**config.mk**
```make
export PLATFORM = sky130hd
export DESIGN_NAME = c_subset_tokenizer_core_flat
export DESIGN_NICKNAME = d
export VERILOG_FILES = /design/src/cst_pkg.sv /design/src/cst_stream_if.sv /design/src/c_subset_tokenizer_core.sv /design/src/flat_wrapper.sv
export SDC_FILE = /design/constraint.sdc
export NUM_CORES = 1
export LEC_CHECK = 0
export ABC_CLOCK_PERIOD_IN_PS = 11000
export BUFFER_PORTS_ARGS = -buffer_cell sky130_fd_sc_hd__buf_4
export CORE_ASPECT_RATIO = 1.1
export CORE_MARGIN = 5
export CORE_UTILIZATION = 36
export DETAILED_ROUTE_END_ITERATION = 8
export HOLD_SLACK_MARGIN = 0.02
export SLEW_MARGIN = 0
export SYNTH_ARGS = -nofsm -noshare
export SYNTH_HDL_FRONTEND = slang
export SYNTH_SLANG_ARGS = --single-unit
```
**constraint.sdc**
```tcl
create_clock -name clk -period 11 [get_ports clk]
set_input_delay 0.55 -clock clk [delete_from_list [all_inputs] [get_ports clk]]
set_output_delay 0.55 -clock clk [all_outputs]
set_load 0.05 [all_outputs]
```
**src/cst_pkg.sv**
```systemverilog
// Package for the C subset tokenizer: field widths, codes and kind tables.
// No dependencies.
`default_nettype none
package cst_pkg;
    localparam int LINE_BITS   = 16;
    localparam int COLUMN_BITS = 16;
    localparam int OFFSET_BITS = 24;
    localparam int LENGTH_BITS = 8;

    typedef enum logic [2:0] {
        MODE_IDLE, MODE_NUMBER, MODE_WORD, MODE_OPERATOR,
        MODE_LINE_COMMENT, MODE_BLOCK_COMMENT, MODE_ERROR
    } mode_t;

    typedef enum logic [3:0] {
        OP_NONE, OP_BANG, OP_EQ, OP_LT, OP_GT, OP_PLUS, OP_MINUS,
        OP_STAR, OP_SLASH, OP_AMP, OP_BAR
    } op_t;

    localparam logic [5:0] KIND_LITERAL = 6'd0;
    localparam logic [5:0] KIND_IDENT   = 6'd1;
    localparam logic [5:0] KIND_INT     = 6'd2;
    localparam logic [5:0] KIND_RETURN  = 6'd3;
    localparam logic [5:0] KIND_IF      = 6'd4;
    localparam logic [5:0] KIND_ELSE    = 6'd5;
    localparam logic [5:0] KIND_WHILE   = 6'd6;
    localparam logic [5:0] KIND_FOR     = 6'd7;
    localparam logic [5:0] KIND_MOD     = 6'd12;
    localparam logic [5:0] KIND_ANDAND  = 6'd19;
    localparam logic [5:0] KIND_OROR    = 6'd20;
    localparam logic [5:0] KIND_LPAREN  = 6'd27;
    localparam logic [5:0] KIND_RPAREN  = 6'd28;
    localparam logic [5:0] KIND_LBRACE  = 6'd29;
    localparam logic [5:0] KIND_RBRACE  = 6'd30;
    localparam logic [5:0] KIND_SEMI    = 6'd31;
    localparam logic [5:0] KIND_COMMA   = 6'd32;
    localparam logic [5:0] KIND_END     = 6'd33;

    localparam logic [2:0] ERR_NONE   = 3'd0;
    localparam logic [2:0] ERR_OPEN   = 3'd1;
    localparam logic [2:0] ERR_AMP    = 3'd2;
    localparam logic [2:0] ERR_BAR    = 3'd3;
    localparam logic [2:0] ERR_STRAY  = 3'd4;

    typedef struct packed {
        logic [5:0]             kind;
        logic [LINE_BITS-1:0]   line;
        logic [COLUMN_BITS-1:0] column;
        logic [OFFSET_BITS-1:0] offset;
        logic [LENGTH_BITS-1:0] length;
        logic [2:0]             err;
        logic                   last;
    } token_t;

    // single-character kind of a pending operator
    function automatic logic [5:0] op_single(op_t op);
        case (op)
            OP_BANG:  return 6'd21;
            OP_EQ:    return 6'd22;
            OP_LT:    return 6'd15;
            OP_GT:    return 6'd17;
            OP_PLUS:  return 6'd8;
            OP_MINUS: return 6'd9;
            OP_STAR:  return 6'd10;
            OP_SLASH: return 6'd11;
            default:  return 6'd0;
        endcase
    endfunction

    // kind of a pending operator followed by '='
    function automatic logic [5:0] op_with_eq(op_t op);
        case (op)
            OP_BANG:  return 6'd14;
            OP_EQ:    return 6'd13;
            OP_LT:    return 6'd16;
            OP_GT:    return 6'd18;
            OP_PLUS:  return 6'd23;
            OP_MINUS: return 6'd24;
            OP_STAR:  return 6'd25;
            OP_SLASH: return 6'd26;
            default:  return 6'd0;
        endcase
    endfunction

    // operator that a byte opens
    function automatic op_t op_of(logic [7:0] c);
        case (c)
            8'h21:   return OP_BANG;
            8'h3d:   return OP_EQ;
            8'h3c:   return OP_LT;
            8'h3e:   return OP_GT;
            8'h2b:   return OP_PLUS;
            8'h2d:   return OP_MINUS;
            8'h2a:   return OP_STAR;
            8'h2f:   return OP_SLASH;
            8'h26:   return OP_AMP;
            8'h7c:   return OP_BAR;
            default: return OP_NONE;
        endcase
    endfunction

    // punctuation kind, 0 when the byte is not punctuation
    function automatic logic [5:0] punct_of(logic [7:0] c);
        case (c)
            8'h28:   return KIND_LPAREN;
            8'h29:   return KIND_RPAREN;
            8'h7b:   return KIND_LBRACE;
            8'h7d:   return KIND_RBRACE;
            8'h3b:   return KIND_SEMI;
            8'h2c:   return KIND_COMMA;
            8'h25:   return KIND_MOD;
            default: return 6'd0;
        endcase
    endfunction
endpackage
`default_nettype wire

```
**src/cst_stream_if.sv**
```systemverilog
// Valid/ready stream interface carrying one payload beat.
// Depends on nothing; payload type set by the instantiating scope.
`default_nettype none
interface cst_stream_if #(parameter type payload_t = logic [8:0]);
    logic     valid;
    logic     ready;
    payload_t payload;
    modport source (output valid, output payload, input ready);
    modport sink (input valid, input payload, output ready);
endinterface
`default_nettype wire

```
**src/c_subset_tokenizer_core.sv**
```systemverilog
// C subset tokenizer core: byte stream in, token stream out.
// Depends on cst_pkg and cst_stream_if.
//
// Use: text_in carries one byte per beat (payload {end_of_text, text_byte}).
// token_out carries token_t beats; last is set on the final token caused by
// a byte. A byte causes zero, one or two tokens.
// A byte's tokens are written into the four-entry output queue when the
// byte is accepted; token_out shows the head of the queue. Throughput: one
// byte per cycle when bytes cause at most one token and the receiver does
// not stall; a byte causing two tokens fills two queue slots.
// A byte is accepted while the output queue has room for two tokens; when
// the receiver stalls, tokens hold in the queue and input stops once fewer
// than two slots are free.
// Reset clears the scanner to start of text (line 1, column 1, offset 0)
// and empties the queue. An end marker flushes, emits the end token and
// returns the scanner to that same state.
`default_nettype none
module c_subset_tokenizer_core (
    input  wire   clk,
    input  wire   rst_n,
    cst_stream_if.sink   text_in,
    cst_stream_if.source token_out
);
    import cst_pkg::*;

    mode_t                  mode_reg, mode_next;
    op_t                    pop_reg, pop_next;
    logic [LINE_BITS-1:0]   line_reg, line_next, sline_reg, sline_next;
    logic [COLUMN_BITS-1:0] col_reg, col_next, scol_reg, scol_next;
    logic [OFFSET_BITS-1:0] off_reg, off_next, soff_reg, soff_next;
    logic [LENGTH_BITS-1:0] len_reg, len_next;
    logic [47:0]            pre_reg, pre_next;
    logic                   star_reg, star_next;

    // four-entry output queue
    token_t     q_reg [4];
    logic [1:0] rd_reg, wr_reg;
    logic [2:0] cnt_reg;

    logic [7:0] c;
    logic       eot, fire;
    token_t     r0, r1;
    logic [1:0] n;

    assign c   = text_in.payload[7:0];
    assign eot = text_in.payload[8];
    assign text_in.ready = (cnt_reg <= 3'd2);
    assign fire = text_in.valid && text_in.ready;
    assign token_out.valid   = (cnt_reg != 3'd0);
    assign token_out.payload = q_reg[rd_reg];

    function automatic logic is_digit(logic [7:0] b);
        return b >= 8'h30 && b <= 8'h39;
    endfunction
    function automatic logic is_alpha(logic [7:0] b);
        return (b >= 8'h61 && b <= 8'h7a) || (b >= 8'h41 && b <= 8'h5a) || b == 8'h5f;
    endfunction

    // keyword lookup on length and stored prefix
    function automatic logic [5:0] word_kind(logic [LENGTH_BITS-1:0] l, logic [47:0] p);
        if (l == LENGTH_BITS'(3) && p == 48'h696e74) return KIND_INT;
        if (l == LENGTH_BITS'(6) && p == 48'h72657475726e) return KIND_RETURN;
        if (l == LENGTH_BITS'(2) && p == 48'h6966) return KIND_IF;
        if (l == LENGTH_BITS'(4) && p == 48'h656c7365) return KIND_ELSE;
        if (l == LENGTH_BITS'(5) && p == 48'h7768696c65) return KIND_WHILE;
        if (l == LENGTH_BITS'(3) && p == 48'h666f72) return KIND_FOR;
        return KIND_IDENT;
    endfunction

    function automatic token_t mk(logic [5:0] k, logic [LINE_BITS-1:0] ln,
        logic [COLUMN_BITS-1:0] cl, logic [OFFSET_BITS-1:0] of,
        logic [LENGTH_BITS-1:0] le, logic [2:0] e);
        token_t t;
        t.kind = k; t.line = ln; t.column = cl; t.offset = of;
        t.length = le; t.err = e; t.last = 1'b0;
        return t;
    endfunction

    // scanner next state and produced tokens
    always_comb
    begin
        token_t t;
        logic fresh, adv;
        logic [LINE_BITS-1:0]   lnx;
        logic [COLUMN_BITS-1:0] clx;
        logic [OFFSET_BITS-1:0] ofx;
        mode_next = mode_reg; pop_next = pop_reg;
        line_next = line_reg; col_next = col_reg; off_next = off_reg;
        sline_next = sline_reg; scol_next = scol_reg; soff_next = soff_reg;
        len_next = len_reg; pre_next = pre_reg; star_next = star_reg;
        r0 = '0; r1 = '0; n = 2'd0; fresh = 1'b0; adv = 1'b0; t = '0;
        lnx = line_reg; clx = col_reg; ofx = off_reg;
        if (eot) begin
            case (mode_reg)
                MODE_NUMBER: begin t = mk(KIND_LITERAL, sline_reg, scol_reg, soff_reg,
                    len_reg, ERR_NONE); r0 = t; n = 2'd1; end
                MODE_WORD: begin t = mk(word_kind(len_reg, pre_reg), sline_reg, scol_reg,
                    soff_reg, len_reg, ERR_NONE); r0 = t; n = 2'd1; end
                MODE_OPERATOR:
                begin
                    if (pop_reg == OP_AMP || pop_reg == OP_BAR) begin
                        r0 = mk(6'd0, sline_reg, scol_reg, soff_reg, '0,
                            pop_reg == OP_AMP ? ERR_AMP : ERR_BAR); n = 2'd1;
                    end else if (pop_reg != OP_NONE) begin
                        r0 = mk(op_single(pop_reg), sline_reg, scol_reg, soff_reg,
                            LENGTH_BITS'(1), ERR_NONE); n = 2'd1;
                    end
                end
                MODE_BLOCK_COMMENT: begin r0 = mk(6'd0, line_reg, col_reg, off_reg, '0,
                    ERR_OPEN); n = 2'd1; end
                default: ;
            endcase
            t = mk(KIND_END, line_reg, col_reg, off_reg, '0, ERR_NONE);
            if (n == 2'd0) r0 = t; else r1 = t;
            n = n + 2'd1;
            mode_next = MODE_IDLE; pop_next = OP_NONE;
            line_next = LINE_BITS'(1); col_next = COLUMN_BITS'(1); off_next = '0;
            sline_next = LINE_BITS'(1); scol_next = COLUMN_BITS'(1); soff_next = '0;
            len_next = '0; pre_next = '0; star_next = 1'b0;
        end else begin
            case (mode_reg)
                MODE_NUMBER, MODE_WORD:
                begin
                    if (is_digit(c) || (mode_reg == MODE_WORD && is_alpha(c))) begin
                        if (len_reg < LENGTH_BITS'(6)) pre_next = {pre_reg[39:0], c};
                        if (len_reg != '1) len_next = len_reg + LENGTH_BITS'(1);
                        adv = 1'b1;
                    end else begin
                        r0 = mk(mode_reg == MODE_WORD ? word_kind(len_reg, pre_reg)
                            : KIND_LITERAL, sline_reg, scol_reg, soff_reg, len_reg,
                            ERR_NONE);
                        n = 2'd1; fresh = 1'b1;
                    end
                end
                MODE_OPERATOR:
                begin
                    pop_next = OP_NONE;
                    if (pop_reg == OP_SLASH && c == 8'h2f) begin
                        mode_next = MODE_LINE_COMMENT; adv = 1'b1;
                    end else if (pop_reg == OP_SLASH && c == 8'h2a) begin
                        mode_next = MODE_BLOCK_COMMENT; star_next = 1'b0; adv = 1'b1;
                    end else if ((pop_reg == OP_AMP && c == 8'h26)
                        || (pop_reg == OP_BAR && c == 8'h7c)) begin
                        r0 = mk(pop_reg == OP_AMP ? KIND_ANDAND : KIND_OROR, sline_reg,
                            scol_reg, soff_reg, LENGTH_BITS'(2), ERR_NONE);
                        n = 2'd1; mode_next = MODE_IDLE; adv = 1'b1;
                    end else if (pop_reg == OP_AMP || pop_reg == OP_BAR) begin
                        r0 = mk(6'd0, sline_reg, scol_reg, soff_reg, '0,
                            pop_reg == OP_AMP ? ERR_AMP : ERR_BAR);
                        n = 2'd1; mode_next = MODE_ERROR;
                    end else if (pop_reg != OP_NONE && c == 8'h3d) begin
                        r0 = mk(op_with_eq(pop_reg), sline_reg, scol_reg, soff_reg,
                            LENGTH_BITS'(2), ERR_NONE);
                        n = 2'd1; mode_next = MODE_IDLE; adv = 1'b1;
                    end else begin
                        if (pop_reg != OP_NONE) begin
                            r0 = mk(op_single(pop_reg), sline_reg, scol_reg, soff_reg,
                                LENGTH_BITS'(1), ERR_NONE);
                            n = 2'd1;
                        end
                        fresh = 1'b1;
                    end
                end
                MODE_LINE_COMMENT:
                begin
                    adv = 1'b1;
                    if (c == 8'h0a) mode_next = MODE_IDLE;
                end
                MODE_BLOCK_COMMENT:
                begin
                    adv = 1'b1;
                    if (star_reg && c == 8'h2f) begin
                        mode_next = MODE_IDLE; star_next = 1'b0;
                    end else begin
                        star_next = (c == 8'h2a);
                    end
                end
                MODE_ERROR: ;
                default: fresh = 1'b1;
            endcase
            // start a new token from idle
            if (fresh) begin
                mode_next = MODE_IDLE;
                if (c == 8'h20 || (c >= 8'h09 && c <= 8'h0d)) begin
                    adv = 1'b1;
                end else if (is_digit(c) || is_alpha(c)) begin
                    sline_next = line_reg; scol_next = col_reg; soff_next = off_reg;
                    pre_next = {40'd0, c}; len_next = LENGTH_BITS'(1);
                    mode_next = is_digit(c) ? MODE_NUMBER : MODE_WORD; adv = 1'b1;
                end else if (op_of(c) != OP_NONE) begin
                    sline_next = line_reg; scol_next = col_reg; soff_next = off_reg;
                    pop_next = op_of(c); mode_next = MODE_OPERATOR; adv = 1'b1;
                end else begin
                    if (punct_of(c) != 6'd0) begin
                        t = mk(punct_of(c), line_reg, col_reg, off_reg, LENGTH_BITS'(1),
                            ERR_NONE);
                        adv = 1'b1;
                    end else begin
                        t = mk(6'd0, line_reg, col_reg, off_reg, '0, ERR_STRAY);
                        mode_next = MODE_ERROR;
                    end
                    if (n == 2'd0) r0 = t; else r1 = t;
                    n = n + 2'd1;
                end
            end
            // advance position counters
            if (adv) begin
                if (c == 8'h0a) begin
                    if (line_reg != '1) lnx = line_reg + LINE_BITS'(1);
                    clx = COLUMN_BITS'(1);
                end else if (col_reg != '1) begin
                    clx = col_reg + COLUMN_BITS'(1);
                end
                if (off_reg != '1) ofx = off_reg + OFFSET_BITS'(1);
                line_next = lnx; col_next = clx; off_next = ofx;
            end
        end
        if (n == 2'd1) r0.last = 1'b1;
        if (n == 2'd2) r1.last = 1'b1;
    end

    // scanner state registers
    always_ff @(posedge clk or negedge rst_n)
    begin
        if (!rst_n) begin
            mode_reg <= MODE_IDLE; pop_reg <= OP_NONE;
            line_reg <= LINE_BITS'(1); col_reg <= COLUMN_BITS'(1); off_reg <= '0;
            sline_reg <= LINE_BITS'(1); scol_reg <= COLUMN_BITS'(1); soff_reg <= '0;
            len_reg <= '0; pre_reg <= '0; star_reg <= 1'b0;
        end else if (fire) begin
            mode_reg <= mode_next; pop_reg <= pop_next;
            line_reg <= line_next; col_reg <= col_next; off_reg <= off_next;
            sline_reg <= sline_next; scol_reg <= scol_next; soff_reg <= soff_next;
            len_reg <= len_next; pre_reg <= pre_next; star_reg <= star_next;
        end
    end

    // queue payload writes
    always_ff @(posedge clk)
    begin
        if (fire && n != 2'd0) q_reg[wr_reg] <= r0;
        if (fire && n == 2'd2) q_reg[wr_reg + 2'd1] <= r1;
    end

    // queue pointers and fill
    always_ff @(posedge clk or negedge rst_n)
    begin
        logic pop;
        logic [1:0] push;
        if (!rst_n) begin
            rd_reg <= '0; wr_reg <= '0; cnt_reg <= '0;
        end else begin
            pop  = token_out.valid && token_out.ready;
            push = fire ? n : 2'd0;
            wr_reg  <= wr_reg + push;
            rd_reg  <= rd_reg + {1'b0, pop};
            cnt_reg <= cnt_reg + {1'b0, push} - {2'b0, pop};
        end
    end
endmodule
`default_nettype wire

```
**src/flat_wrapper.sv**
```systemverilog
// flat-port wrapper written by rule: the top's interface ports become plain ports
module c_subset_tokenizer_core_flat import cst_pkg::*;
  (clk, rst_n, text_in_valid, text_in_payload, text_in_ready, token_out_valid, token_out_payload, token_out_ready);
  cst_stream_if #(.payload_t(logic [8:0])) text_in_i ();
  cst_stream_if #(.payload_t(token_t)) token_out_i ();
  input  wire clk;
  input  wire rst_n;
  input wire logic [$bits(text_in_i.valid)-1:0] text_in_valid;
  input wire logic [$bits(text_in_i.payload)-1:0] text_in_payload;
  output wire logic [$bits(text_in_i.ready)-1:0] text_in_ready;
  output wire logic [$bits(token_out_i.valid)-1:0] token_out_valid;
  output wire logic [$bits(token_out_i.payload)-1:0] token_out_payload;
  input wire logic [$bits(token_out_i.ready)-1:0] token_out_ready;
  assign text_in_i.valid = text_in_valid;
  assign text_in_i.payload = text_in_payload;
  assign text_in_ready = text_in_i.ready;
  assign token_out_valid = token_out_i.valid;
  assign token_out_payload = token_out_i.payload;
  assign token_out_i.ready = token_out_ready;
  c_subset_tokenizer_core u_core (.clk(clk), .rst_n(rst_n), .text_in(text_in_i), .token_out(token_out_i));
endmodule
```
Word-level counts from Yosys, hierarchy flattened

Memories as Yosys holds them, arrays and structs flattened.
Cells that the tools add are included.

Add/sub/neg operators: 11
Order comparisons: 10
Eq/ne operators: 52
Muxes and demuxes: 257
Reduce and logical (&&, ||, !) cells: 54

Operators by type and width:

| cell                    | count |
|---|---|
| $mux W74                | 24 |
| $mux W48                | 7 |
| $pmux W74 S4            | 1 |
| $mux W16                | 18 |
| $mux W6                 | 46 |
| $mux W24                | 8 |
| $pmux W74 S2            | 1 |
| $eq A8 B6 Y1 const B    | 15 |
| $mux W1                 | 98 |
| $eq A48 B23 Y1 const B  | 2 |
| $mux W8                 | 7 |
| $eq A48 B15 Y1 const B  | 1 |
| $eq A48 B31 Y1 const B  | 1 |
| $eq A48 B39 Y1 const B  | 1 |
| $eq A48 B47 Y1 const B  | 1 |
| $mux W3                 | 14 |
| $pmux W6 S7             | 1 |
| $mux W4                 | 10 |
| $pmux W4 S10            | 1 |
| $add A16 B1 Y16 const B | 2 |
| $eq A8 B7 Y1 const B    | 4 |
| $ne A16 B16 Y1 const B  | 2 |
| $mux W2                 | 15 |
| $add A24 B1 Y24 const B | 1 |
| 47 further kinds        | 103 |

Flip-flop bits (word level): 183
RAM bits: 296
Memory bits (read-only): 240
Input port bits: 13
Output and inout bits: 76
Word-level logic and storage cells: 402
Memories: 4

Memories:

| name            | words | width | read ports | clocked after Yosys merged registers in | wr ports | line                          | RTL |
|---|---|---|---|---|---|---|---|
| u_core.q_reg    | 4     | 74    | 1          | 0                                       | 2        | c_subset_tokenizer_core.sv:36 | `token_t q_reg [4];` |
| (no name shown) | 16    | 5     | 1          | 0                                       | 0        | cst_pkg.sv:57                 | `case (op)` |
| (no name shown) | 16    | 5     | 1          | 0                                       | 0        | cst_pkg.sv:72                 | `case (op)` |
| (no name shown) | 16    | 5     | 1          | 0                                       | 0        | cst_pkg.sv:57                 |  |

Depth between registers and ports, before layout

Gate-level depths: netlist of run 1.

Word-level depth: 55
Gate-level depth with buffers: 16
Mapped depth without buffers: 14

Least setup slack after synthesis of run 1

No wires, ideal clock.

Path type: input to register
Start point: input port text_in_payload[6]
End point: memory u_core.q_reg[0][0] in the netlist's numbering (enable)
Library setup time: 0.700 ns
Data arrival time: 4.454 ns
Data required time: 10.300 ns
Slack: 5.846 ns
Stages on the path: 13
Buffers on the path: 4
Cell sequence: buf_2 > nor3b_2 > nand3_1 > o211ai_1 > nand2_1 > clkbuf_1 > ha_1 > or2_2 > a221oi_4 > nand2b_1 > buf_2 > buf_2 > nand2_1

RTL lines:

| element            | line                          | RTL |
|---|---|---|
| start: declaration | flat_wrapper.sv:9             | `input wire logic [$bits(text_in_i.payload)-1:0] text_in_payload;` |
| end: declaration   | c_subset_tokenizer_core.sv:36 |  |

==> out/results.ini, run 1 <==
[routing]
drt_pre_antenna_iters = 5
routed_wl_um = 78100
top_layer_used = met4
routedWlPerCell_um = 24.61
via_per_inst = 6.226
wl_met1_um = 32330
wl_met3_um = 4800
ant_nets = 0
dr_wl_met2_um = 38920
vias = 19755
drc_errors = 0
drt-initial-drc-count = 1788

[sta]
tightestPinTransition_ps = 1215
relSlewSlack_pct = 19.00
finalHoldViolCount = 0
min_period_over_period_pct = 55.45
max_freq_ghz = 0.1640
setup_ws_ps = 4901
setup_viol = 0
grt_setup_unrepaired = false
skew_ps = 19.56
final_max_slew_viol_count = 0
period_needed_ps = 6099
setup_tns_ps = 0

[power_and_ir_drop]
p_int_w = 0.003850
combinationalPowerShare_pct = 37.1
pwr-share-seq_pct = 36.1
vdd_drop_max_mv = 0.1449
p_sw_share_pct = 40.57
p_switching_w = 0.002628
cellPowerDensity_nw_per_um2 = 226.8
p_leak_nw = 10.43
clkPwrFrac_pct = 26.8

[layout]
antenna_cells = 0
largest_reg_flops = 296
syn_to_final_growth_pct = 11.34
drive_gt1_share_pct = 15.02
fillers = 6665
num-nets-final = 2226
multiInputGateArea_sq_um = 11580
seq_area_sq_um = 13120

[grt]
grt_pass1_vias = 19790
antenna_found_initial = 0
grt_pass1_wl_um = 120400
grt_max_degree = 83
grt_overflow = 0
grt_usage_pct = 19.48

[setup_path]
crit_buf_inv = 0
critPathKind = reg2reg
cpMaxStageDelayCell = nand2_4
slowest_delay_ps = 800
cp_cell_sequence = nor2b_1 -> a311o_1 -> o211ai_1 -> nand2_1 -> ha_1 -> or2_2 -> a221oi_4 -> nand2b_1 -> nand2_4
critical-path-top-delay-family = simple AND/OR/NAND/NOR gates
worst_ep_arrival_time_ps = 6160
crit_path_start_kind = register
critical_path_required_ps = 11060
endpoint_kind = register
critPathMaxFanout = 65

[clock_network]
root_buffer = clkbuf_16
postCtsSetupRepairBufs = 0
htree_levels = 2
clock_latency_ps = 610
cts.clk_slew.worst_paths_ps = 60
clkSinkCount = 479
cts_tree = done
clock_path_buffers = 3
cts-buffers-inserted = 52

[place]
place.port_buffers = 88
dp_slack_ps = 4987
dp_hpwl_um = 45960
place_congestion = 0.8781

[job]
max_cap_violations = 0

[synthesis]
yosysMostFrequentCell = a22o_1
avgSynthCellArea_sq_um = 11.31
async_flop_share_pct = 38.20
synthFlopType = edfxtp_1
synth_cell_types = 90
yosysTopAreaCellShare_pct = 30.43
ys_seq_area_share_pct = 51.11
synth_commonest_cells = 332 x a22o_1, 260 x edfxtp_1, 247 x nand2_1
synth_seq_cells = 479
yosys-top-cells-area = edfxtp_1 30%, dfrtp_1 17%, a22o_1 11%
yosysWarnings = 0
synth_cells = 2268
synth_fp_nets = 2300
netlist_area_sq_um = 25660
yosys.area.top_type = edfxtp_1
synth_edf_count = 260

[die]
core_sq_um = 70580
fp.dieH_um = 290.0
die_x_um = 264.5
die_area_sq_um = 76710
pin_count = 89
start_util_pct = 36.35
num_rows = 102

[worst_hold_path]
hold_path_class = in2reg

[status]
status = complete, no violations

## worst paths after layout
check	start	slack (ps)	to	cells after the start
worst max register to register	u_core.mode_reg[0]$_DFFE_PN0P_	4900	u_core.q_reg[2][58]$_DFFE_PP_	9
worst max-delay path	u_core.mode_reg[0]$_DFFE_PN0P_	4900	u_core.q_reg[2][58]$_DFFE_PP_	9
max in group asynchronous	rst_n	9150	u_core.sline_reg[7]$_DFFE_PN0P_	3
min in group asynchronous	rst_n	490	u_core.pop_reg[2]$_DFFE_PN0P_	2
worst min-delay path	text_in_payload[5]	230	u_core.pre_reg[5]$_DFFE_PN0P_	2
worst min register to register	u_core.q_reg[3][9]$_SDFFE_PP0N_	460	u_core.q_reg[3][9]$_SDFFE_PP0N_	2
## layout by cell type (no fill, tap or decap), drive strengths merged, types with 28 or more instances in the layout
| cell | Yosys | layout |
|---|---|---|
| and3 | 28 | 28 |
| edfxtp | 260 | 260 |
| nor2 | 74 | 74 |
| o22ai | 28 | 28 |
| clkbuf | 163 | 71 |
| dfrtp | 179 | 179 |
| o31ai | 30 | 30 |
| nand2 | 251 | 251 |
| dfxtp | 36 | 36 |
| nand3 | 47 | 47 |
| a21boi | 45 | 45 |
| inv | 28 | 31 |
| buf | 82 | 115 |
| a21oi | 95 | 95 |
| a22o | 332 | 332 |
| mux4 | 74 | 74 |
| nor4 | 31 | 31 |
| o21ai | 57 | 57 |
| a221o | 46 | 46 |
## cell families after synthesis
group / count (synthesis) / synth area share (%)
buffers and inverters: 273 / 4.443
muxes: 90 / 7.130
adders and majority gates: 19 / 0.9559
xor gates and xnor gates: 10 / 0.3414
and+or+nand+nor: 651 / 13.23
AOI/OAI and AO/OA: 746 / 22.79
DFF: 479 / 51.11
## power groups by stage
stage                     Sequential [W]  Combinational, W  Clock [W]
after global routing             0.00237           0.00253    0.00185
after detailed placement         0.00237           0.00242          0
after global placement           0.00236           0.00240          0
final                            0.00234           0.00240    0.00174
after floorplan                  0.00221           0.00176          0
after CTS                        0.00234           0.00243    0.00178
## per-layer routing
metal / GRT usage, % / vias to the layer above
li1: - / 8733
met2: 33.58 / 791
met5: 0 / -
met4: 5.542 / 0
met3: 2.627 / 140
met1: 25.80 / 10091
## through the flow
stage          hold WS [ps]  power [W]  area (sq um)  utilization (%)  instances
6_report              232.5   0.006479         28560            40.47       3173
5_1_grt               248.4   0.006744         28560            40.47       3173
4_1_cts               203.9   0.006542         28560            40.47       3173
3_5_place_dp          447.4   0.004796         26860            38.05       3075
3_3_place_gp          438.1   0.004756         26860            38.05       3075
2_1_floorplan         254.4   0.003966         25660                -       2268
## what timing repair did
| action | in CTS | in global routing |
|---|---|---|
| gates resized for setup | 0 | 0 |
| hold buffers | 1 | 0 |
| endpoints found under the hold margin | 48 | 0 |
| endpoints found under the setup margin | 0 | 0 |
## cell type report
class,count,area share [%]
inverter,28,0.3679
tap,936,4.100
clock inverter,27,0.8673
sequential,479,45.93
timing repair buffer,117,3.106
clock buffer,70,5.077
multi-input combinational,1516,40.55
Note: power is estimated with default switching activity, not from simulation.
==> run 2: changes to the inputs <==
ABC_CLOCK_PERIOD_IN_PS = 6050   (was 11000)
clock period = 6.05 ns   (was 11 ns; I/O delays follow)
==> run 2 against run 1 <==
Effect of this change:
- global-route usage is 0.17 points higher
- sequential share of layout area is 0.41 points lower
- first-iteration DRC count is 13% higher
- flip-flop and latch count stayed put
- critical path type unchanged
- critical endpoint is now u_core.q_reg[3][18]$_DFFE_PP_
- largest cell class unchanged
- largest power group unchanged
==> out/results.ini, run 2 (synthesis gave the netlist of run 1 again) <==
[clock_network]
clkSinkCount = 479  ; unchanged
clock_latency_ps = 620  ; about the same
cts-resized-gates = 0  ; unchanged
cts-buffers-inserted = 52  ; unchanged
htree_levels = 2  ; unchanged
cts_tree = done
clock_path_buffers = 3  ; unchanged
cts.clk_slew.worst_paths_ps = 60  ; about the same
root_buffer = clkbuf_16

[layout]
num-nets-final = 2241  ; +0.67%
syn_to_final_growth_pct = 12.35
largest_reg_flops = 296  ; unchanged
drive_gt1_share_pct = 15.63  ; +0.61 points
fin_cells = 3188  ; +0.47%
layout_common_cells = 332 x a22o_1, 260 x edfxtp_1, 243 x nand2_1
final_common_cell = a22o_1
antenna_cells = 0  ; unchanged

[setup_path]
cp_common_cell = buf_4
crit_path_start_kind = register
worst_ep_arrival_time_ps = 5200  ; -960 ps
crit_buf_inv = 2  ; +2
critical_path_required_ps = 6250  ; -4810 ps
cp_cell_sequence = nor2b_1 -> a311o_1 -> o211ai_1 -> nand2_1 -> buf_4 -> ha_1 -> or2_2 -> a221oi_4 -> nand2b_1 -> nand2_4 -> buf_4
critPathKind = reg2reg
regToRegSetupSlack_ps = 1050  ; -3850 ps
critPathMaxFanout = 65  ; unchanged
endpoint_kind = register
critical-path-top-delay-family = compound AO/OA/AOI/OAI gates
cpMaxStageDelayCell = nand2b_1
slowest_delay_ps = 620  ; -180 ps

[sta]
final_max_slew_viol_count = 0  ; unchanged
tightestPinTransition_ps = 1383  ; +167.5 ps
setup_tns_ps = 0  ; unchanged
finalHoldViolCount = 0  ; unchanged
grt_setup_unrepaired = false
setup_viol = 0  ; unchanged
relSlewSlack_pct = 7.610  ; -11 points
min_period_over_period_pct = 82.60  ; +27 points
skew_ps = 20.22  ; +0.6570 ps
max_freq_ghz = 0.2001  ; +22%
period_needed_ps = 4998  ; -1102 ps

[grt]
grt_overflow = 0  ; unchanged
antenna_found_initial = 0  ; unchanged
grt_pass1_vias = 19853  ; +0.32%
grt_usage_pct = 19.65  ; +0.17 points
grt_pass1_wl_um = 120900  ; +0.37%
grt_max_degree = 76  ; -8.4%

[power_and_ir_drop]
cellPowerDensity_nw_per_um2 = 415.2  ; +83%
vdd_drop_max_mv = 0.1997  ; +38%
p_leak_nw = 10.57  ; +1.3%

[routing]
dr_wl_met2_um = 38100  ; -2.1%
drc_errors = 0  ; unchanged
ant_nets = 0  ; unchanged
top_layer_used = met4
wl_met1_um = 32390  ; +0.19%
routedWlPerCell_um = 24.50  ; -0.44%
drt_pre_antenna_iters = 5  ; unchanged
vias = 19838  ; +0.42%
routed_wl_um = 78120  ; about the same
wl_met3_um = 5123  ; +6.7%
via_per_inst = 6.223  ; about the same
drt-initial-drc-count = 2020  ; +13%

[die]
die_x_um = 264.5  ; unchanged
die_area_sq_um = 76710  ; unchanged
num_rows = 102  ; unchanged
start_util_pct = 36.35  ; unchanged
fp.dieH_um = 290.0  ; unchanged
core_sq_um = 70580  ; unchanged
pin_count = 89  ; unchanged

[place]
place_congestion = 0.9337  ; +6.3%
place.port_buffers = 88  ; unchanged
place_inst = 3088  ; +0.42%
dp_hpwl_um = 47330  ; +3.0%

[worst_hold_path]
hold_path_class = in2reg

[status]
status = complete, no violations

[job]
max_cap_violations = 0  ; unchanged

[run 2: stage by stage]
step           power (W)  setup slack, ps  utilization [%]  cell area (sq um)  hold WS, ps
2_1_floorplan   0.007211             1072                -              25660        6.909
3_3_place_gp    0.008685             1215            38.26              27000        435.5
3_5_place_dp    0.008736             1103            38.26              27000        436.4
4_1_cts          0.01207             1084            40.84              28820        46.73
5_1_grt          0.01246            819.8            40.84              28820        79.75
6_report         0.01197             1052            40.84              28820        92.16
[run 2: where the power goes]
part | switching, W | internal [W] | total (W)
clock network | 0.00137 | 0.00197 | 0.00334
logic | 0.00303 | 0.00136 | 0.00439
registers | 0.000401 | 0.00384 | 0.00424
[run 2: worst reg2reg max path, delay by kind of cell (launching register included)]
family                   cells  cell delay, ps
AO/OA/AOI/OAI                3            1490
AND/OR/NAND/NOR              5            1410
buffers and inverters        2             730
flip-flops                   1             560
adder cells (fa/ha/maj)      1             360
[run 2: path summary, 6_finish.rpt]
kind | start | to | depth (start not counted)
max | u_core.mode_reg[0]$_DFFE_PN0P_ | u_core.q_reg[3][18]$_DFFE_PP_ | 11
min in group asynchronous | rst_n | u_core.soff_reg[8]$_DFFE_PN0P_ | 2
min | text_in_payload[1] | u_core.pre_reg[1]$_DFFE_PN0P_ | 2
min reg2reg | u_core.q_reg[1][7]$_SDFFE_PP0N_ | u_core.q_reg[1][7]$_SDFFE_PP0N_ | 2
max reg2reg | u_core.mode_reg[0]$_DFFE_PN0P_ | u_core.q_reg[3][18]$_DFFE_PP_ | 11
max in group asynchronous | rst_n | u_core.rd_reg[1]$_DFF_PN0_ | 3
[run 2: cell type report]
class / instances / area [sq um]
Clock buffer: 76 / 1523
Clock inverter: 21 / 266.5
Fill cell: 6618 / 41750
Inverter: 28 / 105.1
Multi-Input combinational cell: 1516 / 11580
Sequential cell: 479 / 13120
Tap cell: 936 / 1171
Timing Repair Buffer: 132 / 1055
[run 2: repair_timing]
item / in CTS / in global routing
endpoints found under the hold margin: 75 / 0
hold buffers: 3 / 0
setup buffers: 0 / 0
[run 2: layer usage]
layer / up-vias / track usage, %
met2: 813 / 33.26
li1: 8760 / -
met5: - / 0
met1: 10106 / 26.01
met3: 159 / 2.957
met4: 0 / 6.400
